`config.mk`:
```
export PLATFORM = sky130hd
export DESIGN_NAME = strided_tensor_offset_generator_top
export DESIGN_NICKNAME = d
export VERILOG_FILES = /design/src/sv/stog_pkg.sv /design/src/sv/strided_tensor_offset_generator_top.sv
export VERILOG_INCLUDE_DIRS = /design/src /design/src/sv
export SDC_FILE = /design/constraint.sdc
export NUM_CORES = 2
export LEC_CHECK = 0
export BUFFER_PORTS_ARGS = -buffer_cell sky130_fd_sc_hd__clkbuf_2
export CORE_AREA = 3 3 538 540
export DETAILED_ROUTE_END_ITERATION = 7
export DIE_AREA = 0 0 541 543
export PLACE_DENSITY = 0.54
export SYNTH_ARGS = -nofsm -noshare
export SYNTH_HDL_FRONTEND = slang
export SYNTH_SLANG_ARGS = --single-unit
```
`constraint.sdc`:
```
create_clock -name aclk -period 10.6 [get_ports aclk]
set_clock_uncertainty 0.2 [all_clocks]
set_input_delay 1.59 -clock aclk [delete_from_list [all_inputs] [get_ports aclk]]
set_output_delay 1.59 -clock aclk [all_outputs]
set_load 0.02 [all_outputs]
```
`src/sv/strided_tensor_offset_generator_top_macros.svh`:
```
// ----------------------------------------------------------------------------
// Assertion macros for the strided tensor offset generator.
// Every macro samples on the rising edge of aclk and is off during reset.
// ----------------------------------------------------------------------------
`ifndef STRIDED_TENSOR_OFFSET_GENERATOR_TOP_MACROS_SVH
`define STRIDED_TENSOR_OFFSET_GENERATOR_TOP_MACROS_SVH

// The consequent must hold in the same cycle as the antecedent.
`define STOG_ASSERT_IMPLIES(label, ante, cons) \
    label: assert property (@(posedge aclk) disable iff (!aresetn) (ante) |-> (cons)) \
        else $error("same-cycle implication violated");

// The consequent must hold in the cycle after the antecedent.
`define STOG_ASSERT_NEXT(label, ante, cons) \
    label: assert property (@(posedge aclk) disable iff (!aresetn) (ante) |=> (cons)) \
        else $error("next-cycle implication violated");

`endif

```
`src/sv/stog_pkg.sv`:
```
// ----------------------------------------------------------------------------
// stog_pkg
// Shared widths, register indexes and types of the strided offset generator.
// ----------------------------------------------------------------------------
package stog_pkg;

    // Dimension storage and datapath widths.
    localparam int MAX_DIMS     = 4;
    localparam int NUM_DESC     = 4;
    localparam int DIM_SLOTS    = (MAX_DIMS < NUM_DESC) ? MAX_DIMS : NUM_DESC;
    localparam int DIM_IDX_BITS = (DIM_SLOTS > 1) ? $clog2(DIM_SLOTS) : 1;
    localparam int OFFSET_BITS  = 32;
    localparam int SHAPE_BITS   = 16;
    localparam int COUNT_BITS   = 32;
    localparam int DIMS_BITS    = 3;

    // Configuration port.
    localparam int CFG_INDEX_BITS = 3;
    localparam int CFG_DATA_BITS  = 64;

    // Register indexes; descriptors occupy indexes 0 to NUM_DESC-1.
    localparam logic [CFG_INDEX_BITS-1:0] REG_DIMS_IN_USE   = 3'd4;
    localparam logic [CFG_INDEX_BITS-1:0] REG_ELEMENT_COUNT = 3'd5;

    // Reset value of the dimension count register.
    localparam logic [DIMS_BITS-1:0] DIMS_RESET = 3'd1;

    typedef logic [SHAPE_BITS-1:0]  dim_val_t;
    typedef logic [OFFSET_BITS-1:0] offset_t;
    typedef logic [COUNT_BITS-1:0]  count_t;

    // Packed dimension descriptor, matching the register layout.
    typedef struct packed {
        dim_val_t shape;
        dim_val_t lhs_stride;
        dim_val_t rhs_stride;
        dim_val_t out_stride;
    } dim_desc_t;

    // One offset for each of the three tensors.
    typedef struct packed {
        offset_t lhs;
        offset_t rhs;
        offset_t out;
    } offset_set_t;

endpackage

```
`src/sv/strided_tensor_offset_generator_top.sv`:
```
// ----------------------------------------------------------------------------
// strided_tensor_offset_generator_top: odometer offset generator, one element per transaction.
// Each result is registered in the cycle after its request is accepted.
// Throughput: one transaction per cycle unless m_ready stalls; full carry is combinational.
// Reset: synchronous active-low aresetn clears the walk, empties the output, dims_in_use = 1.
// ----------------------------------------------------------------------------
`include "strided_tensor_offset_generator_top_macros.svh"

module strided_tensor_offset_generator_top
    import stog_pkg::*;
(
    input  logic                      aclk,
    input  logic                      aresetn,

    // Configuration write port.
    input  logic                      cfg_we,
    input  logic [CFG_INDEX_BITS-1:0] cfg_index,
    input  logic [CFG_DATA_BITS-1:0]  cfg_wdata,

    // Request channel.
    input  logic                      s_valid,
    output logic                      s_ready,
    input  logic                      s_restart,

    // Result channel.
    output logic                      m_valid,
    input  logic                      m_ready,
    output logic [OFFSET_BITS-1:0]    m_lhs_addr,
    output logic [OFFSET_BITS-1:0]    m_rhs_addr,
    output logic [OFFSET_BITS-1:0]    m_out_addr,
    output logic [COUNT_BITS-1:0]     m_element_index,
    output logic                      m_last,
    output logic                      m_overrun
);

    // Configuration registers; strides kept widened and wrap deltas precomputed.
    dim_val_t       shape_reg [DIM_SLOTS];
    offset_set_t    stride_reg [DIM_SLOTS];
    offset_set_t    wrap_reg [DIM_SLOTS];
    logic [DIMS_BITS-1:0] dims_in_use_reg;
    count_t         element_count_reg;

    // Walk state.
    dim_val_t       dim_counter_reg [DIM_SLOTS];
    offset_set_t    position_reg;
    count_t         elements_done_reg;

    // Output register.
    logic           m_valid_reg;
    offset_set_t    m_offsets_reg;
    count_t         m_element_index_reg;
    logic           m_last_reg;
    logic           m_overrun_reg;

    // Step logic.
    dim_desc_t      cfg_desc;
    logic [2*SHAPE_BITS-1:0] lhs_prod;
    logic [2*SHAPE_BITS-1:0] rhs_prod;
    logic [2*SHAPE_BITS-1:0] out_prod;
    logic           accept;
    logic [DIMS_BITS-1:0] used_dims;
    logic [DIMS_BITS-1:0] inner_dim;
    dim_val_t       counter_cur [DIM_SLOTS];
    dim_val_t       counter_inc [DIM_SLOTS];
    dim_val_t       dim_counter_next [DIM_SLOTS];
    offset_set_t    dim_step [DIM_SLOTS];
    offset_set_t    position_cur;
    offset_set_t    position_next;
    count_t         done_cur;
    count_t         elements_done_next;
    logic           step_overrun;
    logic           carry;
    logic           touched;
    logic           wraps;

    assign accept  = s_valid && s_ready;
    assign s_ready = !m_valid_reg || m_ready;

    // Wrap delta of a descriptor being written: stride minus shape times stride.
    assign cfg_desc = dim_desc_t'(cfg_wdata);
    assign lhs_prod = cfg_desc.shape * cfg_desc.lhs_stride;
    assign rhs_prod = cfg_desc.shape * cfg_desc.rhs_stride;
    assign out_prod = cfg_desc.shape * cfg_desc.out_stride;

    // Configuration writes.
    always_ff @(posedge aclk) begin
        if (!aresetn) begin
            for (int d = 0; d < DIM_SLOTS; d++) begin
                shape_reg[d]  <= '0;
                stride_reg[d] <= '0;
                wrap_reg[d]   <= '0;
            end
            dims_in_use_reg   <= DIMS_RESET;
            element_count_reg <= '0;
        end else if (cfg_we) begin
            if (cfg_index < CFG_INDEX_BITS'(DIM_SLOTS)) begin
                shape_reg[cfg_index[DIM_IDX_BITS-1:0]]      <= cfg_desc.shape;
                stride_reg[cfg_index[DIM_IDX_BITS-1:0]].lhs <= OFFSET_BITS'(cfg_desc.lhs_stride);
                stride_reg[cfg_index[DIM_IDX_BITS-1:0]].rhs <= OFFSET_BITS'(cfg_desc.rhs_stride);
                stride_reg[cfg_index[DIM_IDX_BITS-1:0]].out <= OFFSET_BITS'(cfg_desc.out_stride);
                wrap_reg[cfg_index[DIM_IDX_BITS-1:0]].lhs   <=
                    OFFSET_BITS'(cfg_desc.lhs_stride) - OFFSET_BITS'(lhs_prod);
                wrap_reg[cfg_index[DIM_IDX_BITS-1:0]].rhs   <=
                    OFFSET_BITS'(cfg_desc.rhs_stride) - OFFSET_BITS'(rhs_prod);
                wrap_reg[cfg_index[DIM_IDX_BITS-1:0]].out   <=
                    OFFSET_BITS'(cfg_desc.out_stride) - OFFSET_BITS'(out_prod);
            end else if (cfg_index == REG_DIMS_IN_USE) begin
                dims_in_use_reg <= cfg_wdata[DIMS_BITS-1:0];
            end else if (cfg_index == REG_ELEMENT_COUNT) begin
                element_count_reg <= cfg_wdata[COUNT_BITS-1:0];
            end
        end
    end

    // Number of live dimensions: zero acts as one, large values clamp.
    always_comb begin
        if (dims_in_use_reg == '0) begin
            used_dims = DIMS_BITS'(1);
        end else if (dims_in_use_reg > DIMS_BITS'(DIM_SLOTS)) begin
            used_dims = DIMS_BITS'(DIM_SLOTS);
        end else begin
            used_dims = dims_in_use_reg;
        end
        inner_dim = used_dims - DIMS_BITS'(1);
    end

    // Odometer step: restart clears the walk, then the carry runs outward.
    always_comb begin
        position_cur = s_restart ? '0 : position_reg;
        done_cur     = s_restart ? '0 : elements_done_reg;
        step_overrun = done_cur >= element_count_reg;
        carry        = 1'b0;
        touched      = 1'b0;
        wraps        = 1'b0;
        for (int d = DIM_SLOTS - 1; d >= 0; d--) begin
            counter_cur[d] = s_restart ? '0 : dim_counter_reg[d];
            counter_inc[d] = counter_cur[d] + 1'b1;
            touched = (DIMS_BITS'(d) == inner_dim) || ((DIMS_BITS'(d) < inner_dim) && carry);
            wraps   = counter_inc[d] >= shape_reg[d];
            if (touched) begin
                dim_counter_next[d] = wraps ? '0 : counter_inc[d];
                dim_step[d]         = wraps ? wrap_reg[d] : stride_reg[d];
            end else begin
                dim_counter_next[d] = counter_cur[d];
                dim_step[d]         = '0;
            end
            carry = touched && wraps;
        end

        // Sum the per-dimension contributions into each offset.
        position_next = position_cur;
        for (int d = 0; d < DIM_SLOTS; d++) begin
            position_next.lhs = position_next.lhs + dim_step[d].lhs;
            position_next.rhs = position_next.rhs + dim_step[d].rhs;
            position_next.out = position_next.out + dim_step[d].out;
        end
        elements_done_next = done_cur + 1'b1;
    end

    // Walk state and output register.
    always_ff @(posedge aclk) begin
        if (!aresetn) begin
            for (int d = 0; d < DIM_SLOTS; d++) begin
                dim_counter_reg[d] <= '0;
            end
            position_reg      <= '0;
            elements_done_reg <= '0;
            m_valid_reg       <= 1'b0;
        end else begin
            if (accept) begin
                m_valid_reg         <= 1'b1;
                m_element_index_reg <= done_cur;
                if (step_overrun) begin
                    // Past the end: only a restart clear takes effect.
                    for (int d = 0; d < DIM_SLOTS; d++) begin
                        dim_counter_reg[d] <= counter_cur[d];
                    end
                    position_reg      <= position_cur;
                    elements_done_reg <= done_cur;
                    m_offsets_reg     <= '0;
                    m_last_reg        <= 1'b0;
                    m_overrun_reg     <= 1'b1;
                end else begin
                    for (int d = 0; d < DIM_SLOTS; d++) begin
                        dim_counter_reg[d] <= dim_counter_next[d];
                    end
                    position_reg      <= position_next;
                    elements_done_reg <= elements_done_next;
                    m_offsets_reg     <= position_cur;
                    m_last_reg        <= elements_done_next == element_count_reg;
                    m_overrun_reg     <= 1'b0;
                end
            end else if (m_ready) begin
                m_valid_reg <= 1'b0;
            end
        end
    end

    assign m_valid         = m_valid_reg;
    assign m_lhs_addr      = m_offsets_reg.lhs;
    assign m_rhs_addr      = m_offsets_reg.rhs;
    assign m_out_addr      = m_offsets_reg.out;
    assign m_element_index = m_element_index_reg;
    assign m_last          = m_last_reg;
    assign m_overrun       = m_overrun_reg;

    // An overrun result carries no offsets and is never the last element.
    `STOG_ASSERT_IMPLIES(a_overrun_clean, m_valid && m_overrun, m_offsets_reg == '0 && !m_last)
    // A served element without restart moves the element count forward by exactly one.
    `STOG_ASSERT_NEXT(a_done_advances, accept && !s_restart && !step_overrun, elements_done_reg == $past(elements_done_reg) + 1'b1)
    // A request past the end without restart leaves the walk untouched.
    `STOG_ASSERT_NEXT(a_overrun_holds, accept && !s_restart && step_overrun, $stable(position_reg) && $stable(elements_done_reg))
    // A served element reports the count it was taken at.
    `STOG_ASSERT_NEXT(a_index_matches, accept && !step_overrun, m_element_index == $past(done_cur) && !m_overrun)

endmodule
```
Yosys cells after proc, flatten, opt, wreduce, memory -nomap -nowiden
Memory sizes are Yosys's and may differ from the RTL's.
Cells that the tools add are included.

operators by class
  $add $sub $neg = 21
  multiply operators = 3
  magnitude comparators = 10
  equality and inequality tests = 6
  mux-type cells = 58
  bitwise operators = 10
  reductions and logical operators = 21

operators by type and width
  cell                                                        count
  two-way mux 96 bit                                          11
  adder 32 bit                                                12
  two-way mux 16 bit                                          21
  multiplier 16 x 16 -> 32 bit                                3
  OR reduction 96 bit                                         1
  subtractor 16 x 32 -> 32 bit                                3
  adder 16 x 1 -> 16 bit (second input constant)              4
  greater-or-equal comparator 16 bit                          4
  two-way mux 32 bit                                          2
  two-way mux 48 bit                                          1
  OR reduction 48 bit                                         1
  adder 32 x 1 -> 32 bit (second input constant)              1
  == test 32 bit                                              1
  greater-or-equal comparator 32 bit                          1
  two-way mux 1 bit                                           18
  OR reduction 16 bit                                         1
  OR 1 bit                                                    8
  logical AND 1 bit                                           7
  == test 2 x 3 -> 1 bit (first input constant)               2
  == test 3 bit (second input constant)                       2
  zero test 3 bit                                             2
  less-than comparator 1 x 3 -> 1 bit (first input constant)  2
  two-way mux 2 bit                                           3
  two-way mux 3 bit                                           2
  12 further kinds                                            16

storage, ports and cells
  register bits after elaboration = 294
  RAM bits = 704
  output and inout port bits = 132
  memories kept = 4

memories
  memory           depth  bits a word  read ports  clocked after Yosys merged registers in  wr ports  line                                       source
  wrap_reg         4      96           4           0                                        4         strided_tensor_offset_generator_top.sv:39  offset_set_t wrap_reg [DIM_SLOTS];
  stride_reg       4      48           4           0                                        4         strided_tensor_offset_generator_top.sv:38  offset_set_t stride_reg [DIM_SLOTS];
  dim_counter_reg  4      16           4           0                                        4         strided_tensor_offset_generator_top.sv:44  dim_val_t dim_counter_reg [DIM_SLOTS];
  shape_reg        4      16           4           0                                        4         strided_tensor_offset_generator_top.sv:37  dim_val_t shape_reg [DIM_SLOTS];

Depth between registers and ports, before layout
  depth in word-level cells = 20
  mapped depth = 45
  depth with buffers taken out = 39

Least setup slack after synthesis
No wires, ideal clock.

  path kind = in2reg
  start = input s_restart
  end = register position_reg[31] (netlist name)
  library setup time = 0.117 ns
  data arrival time = 10.096 ns
  required time = 10.283 ns
  path slack = 0.188 ns
  stages = 42
  path buffers = 9
  cells stage by stage = buf_6 buf_6 buf_4 clkbuf_1 clkbuf_1 buf_1 nor2b_1 ha_1 and3_1 and3_1 and3_1 clkbuf_1 and3_1 nand3_1 xor2_1 nor2_1 ha_1 a21o_1 [... 6 more ...] fa_1 inv_1 fa_1 fa_1 inv_1 ha_1 inv_1 fa_1 nand2b_1 a21oi_1 o31ai_1 nor4b_1 o31ai_1 a21oi_1 o21ai_0 o21ai_0 xnor2_1 a22o_1

on the way
  longest elaborated chain between the ends = 18
  elaborated cells between the ends (all ways) = 37

ends and longest elaborated chain
  element                             line                                        source
  start: declaration                  strided_tensor_offset_generator_top.sv:23   input logic s_restart,
  two-way mux 16 bit                  strided_tensor_offset_generator_top.sv:136  counter_cur[d] = s_restart ? '0 : dim_counter_reg[d];
  adder 16 x 1 -> 16 bit              strided_tensor_offset_generator_top.sv:137  counter_inc[d] = counter_cur[d] + 1'b1;
  greater-or-equal comparator 16 bit  strided_tensor_offset_generator_top.sv:139  wraps = counter_inc[d] >= shape_reg[d];
  logical AND 1 bit                   strided_tensor_offset_generator_top.sv:147  carry = touched && wraps;
  logical AND 1 bit                   strided_tensor_offset_generator_top.sv:138  touched = (DIMS_BITS'(d) == inner_dim) || ((DIMS_BITS'(d) < inner_dim) && carry);
  logical OR 1 bit                    strided_tensor_offset_generator_top.sv:138
  logical AND 1 bit                   strided_tensor_offset_generator_top.sv:147
  logical AND 1 bit                   strided_tensor_offset_generator_top.sv:138
  logical OR 1 bit                    strided_tensor_offset_generator_top.sv:138
  logical AND 1 bit                   strided_tensor_offset_generator_top.sv:147
  logical AND 1 bit                   strided_tensor_offset_generator_top.sv:138
  logical OR 1 bit                    strided_tensor_offset_generator_top.sv:138
  two-way mux 96 bit                  strided_tensor_offset_generator_top.sv:140  if (touched) begin
  adder 32 bit (4 in a row)           strided_tensor_offset_generator_top.sv:155  position_next.out = position_next.out + dim_step[d].out;
  two-way mux 96 bit (*)              strided_tensor_offset_generator_top.sv:173  if (step_overrun) begin
  end signal: assignment              strided_tensor_offset_generator_top.sv:178  position_reg <= position_cur;
  end signal: assignment              strided_tensor_offset_generator_top.sv:187  position_reg <= position_next;
  end: declaration                    strided_tensor_offset_generator_top.sv:45   offset_set_t position_reg;

Mark *: on every way between the ends. The rest lies on a longest branch, timed or not.
A chain may end at the register's enable or synchronous reset.

Worst setup path after layout
  start = input s_restart
  end = register position_reg[30] (netlist name)

The elaborated chain is that of the path after synthesis.

==> impl_metrics.yaml <==
yosys:
  synthesis.nets: 10200
  yosys-top-cells-area: "edfxtp_1 (29%), fa_1 (22%), ha_1 (7.4%)"
  ys.flop_type: "edfxtp_1"
  yosysTopAreaCellShare: 0.294
  synth_seq_cells: 998
  syn_area_sq_um: 85300
  async_flop_share: 0
  synthDistinctLibCells: 104
  ys.warnings.count: 0
  postSynthCellCount: 8717
  synth_edf_count: 834
  synth.most_common_cell: "inv_1"
  yosys-top-cells-count: "inv_1 (1,370), nand2_1 (958), fa_1 (933)"
  seq_area_frac_synth: 0.332
  synth_top_cell_by_area: "edfxtp_1"
  synth.avg_cell_area_sq_um: 9.79
global_route:
  grt_pass1_wl_mm: 418
  overflow: 0
  grtUsageTotal: 0.187
  antenna_found_initial: 53
  grt_max_degree: 132
  grt_pass1_vias: 64400
sta:
  max_freq_ghz: 0.102
  finalCritPeriodShare: 0.928
  hold_viol_final: 0
  tns_ns: 0
  period_needed_ns: 9.83
  setup_viol: 0
  slew_headroom: 0.192
  slew_viol_final: 0
  rsz0062_at_grt: "no"
  setup_slack_ns: 0.767
  worstMarginPinSlew_ns: 1.20
  whs_ns: 0.266
finish:
  syn_to_final_growth_pct: 10.9
  largest_reg_flops: 384
  final_nets: 10300
  final_area_sq_um: 94600
  layout-drive-gt1-share: 0.0729
die:
  die_w_um: 541
  io_pins: 205
  initial_core_util: 0.299
  rows: 196
  die-area_sq_um: 294000
  core_region_area_sq_um: 285000
  fp.dieH_um: 543
placed_design:
  dpl.hpwl_mm: 206
  place.gp.congestion: 0.928
  preCtsSetupSlack_ns: 0.254
  place_area_sq_um: 91300
  port_buffers: 204
worst_hold_path:
  worst_hold_path_type: "reg -> reg"
  hold_start: "element_count_reg[14]"
drt:
  wl_mm: 278
  viasPerCell: 4.94
  drc_errors: 0
  vias: 62400
  wl_per_cell_um: 22.0
  first_pass_iters: 6
  drt_iter0_markers: 5810
  ant_nets: 0
outcome:
  status: "finished, final reports clean"
clock_network:
  cts_buffer_depth: 3
  cts_buffers: 95
  insertion_delay_ns: 0.71
  clk_pin_slew_ns: 0.06
  cts_setup_buffers: 0
  htree_levels: 3
  cts_sinks: 998
  cts_tree: "done"
  cts-root-buf: "clkbuf_16"
  ctsHoldBuffers: 0
  cts_resized: 0
worst_setup_path:
  start_kind: "primary input"
  endpoint_kind: "register"
  cp_max_fo: 25
  critical_path_buf_inv_count: 6
  max_stage_delay_ns: 0.55
  path_class: "in -> reg"
  cp.required_ns: 10.96
  cp_slowest_cell: "fa_1"
  crit_start: "s_restart"
  cpMostUsedCell: "and3_1"
  arrival_ns: 10.20
  critPathTopFamily: "compound AO/OA/AOI/OAI gates"
  r2r_start: "dim_counter_reg[3][0]"
flow_run:
  drv_cap: 0
[worst register-to-register path: cells and delay by family (launching register included)]
family          cells  cell delay [ns]
simple gates       13             2.72
flops               1             0.37
compound gates     10             2.19
fa+ha+maj           7             2.42
xor+xnor            2             0.24
buf+inv             7             0.72
[per-layer routing]
metal,vias to the layer above,part of all wire,GRT usage
met5,-,0.00054,0
met4,24,0.025,0.0462
met3,323,0.072,0.0277
met2,2174,0.45,0.301
met1,31700,0.45,0.265
li1,28200,-,-
[path summary, 6_finish.rpt]
path / slack [ns] / endpoint / cells past startpoint
hold / removal: 0.27 / element_count_reg[14] / 2
setup / recovery: 0.77 / position_reg[30] / 34
setup reg to reg: 1.62 / position_reg[31] / 39
hold reg to reg: 0.27 / element_count_reg[14] / 2
[layout by cell type (no fill, tap or decap), types with 14 or more instances in the layout]
cell type,Yosys,routed
nand2b_1,38,36
nand3_1,143,143
dfxtp_1,164,164
o21a_1,32,31
and3_1,313,313
clkbuf_2,0,202
a21boi_0,49,49
nor3_1,46,46
o31ai_1,23,22
nor4_1,17,16
diode_2,0,19
ha_1,503,503
nor2_1,732,730
o21bai_1,32,32
nand2_1,958,950
or3_1,23,23
a21o_1,107,106
inv_1,1370,1368
a22o_1,29,29
xnor2_1,165,165
fa_1,933,933
and2_1,596,595
clkinv_2,0,18
nand4_1,39,39
xor2_1,115,115
o21ai_0,198,198
nand3b_1,16,16
a211oi_1,22,20
buf_12,0,24
a22oi_1,17,17
o211ai_1,22,22
a21oi_1,320,319
buf_4,3,165
a31oi_1,14,14
nor2b_1,99,98
clkbuf_16,0,97
edfxtp_1,834,834
clkbuf_1,387,17
mux2i_1,99,99
[kinds of logic (layout without fill, tap and decap cells)]
logic type                 Yosys count  after routing  synth area share
other                                0             19                 0
buffers and inverters             1810           1940            0.0802
xor gates and xnor gates           286            286            0.0301
adders and majority gates         1436           1436             0.293
DFF                                998            998             0.332
and+or+nand+nor                   3092           3092             0.178
AOI/OAI and AO/OA                  989            989            0.0744
muxes                              106            106            0.0125
[cell type report]
type / instances / area, sq um
timing repair buffer: 391 / 2730
inverter: 1371 / 5160
sequential: 998 / 28300
clock inverter: 56 / 673
tap: 3762 / 4710
multi-input combinational: 5909 / 50300
clock buffer: 122 / 2600
fill: 29200 / 190000
antenna: 19 / 47.5
[stage by stage]
step / cells / util
final: 12600 / 0.332
after global routing: 12600 / 0.332
after CTS: 12600 / 0.332
after detailed placement: 12400 / 0.320
after global placement: 12400 / 0.320
after floorplan: 8717 / -
Power is not shown: default switching activity piles up to over one toggle a cycle in this logic, so the estimate is an artifact.
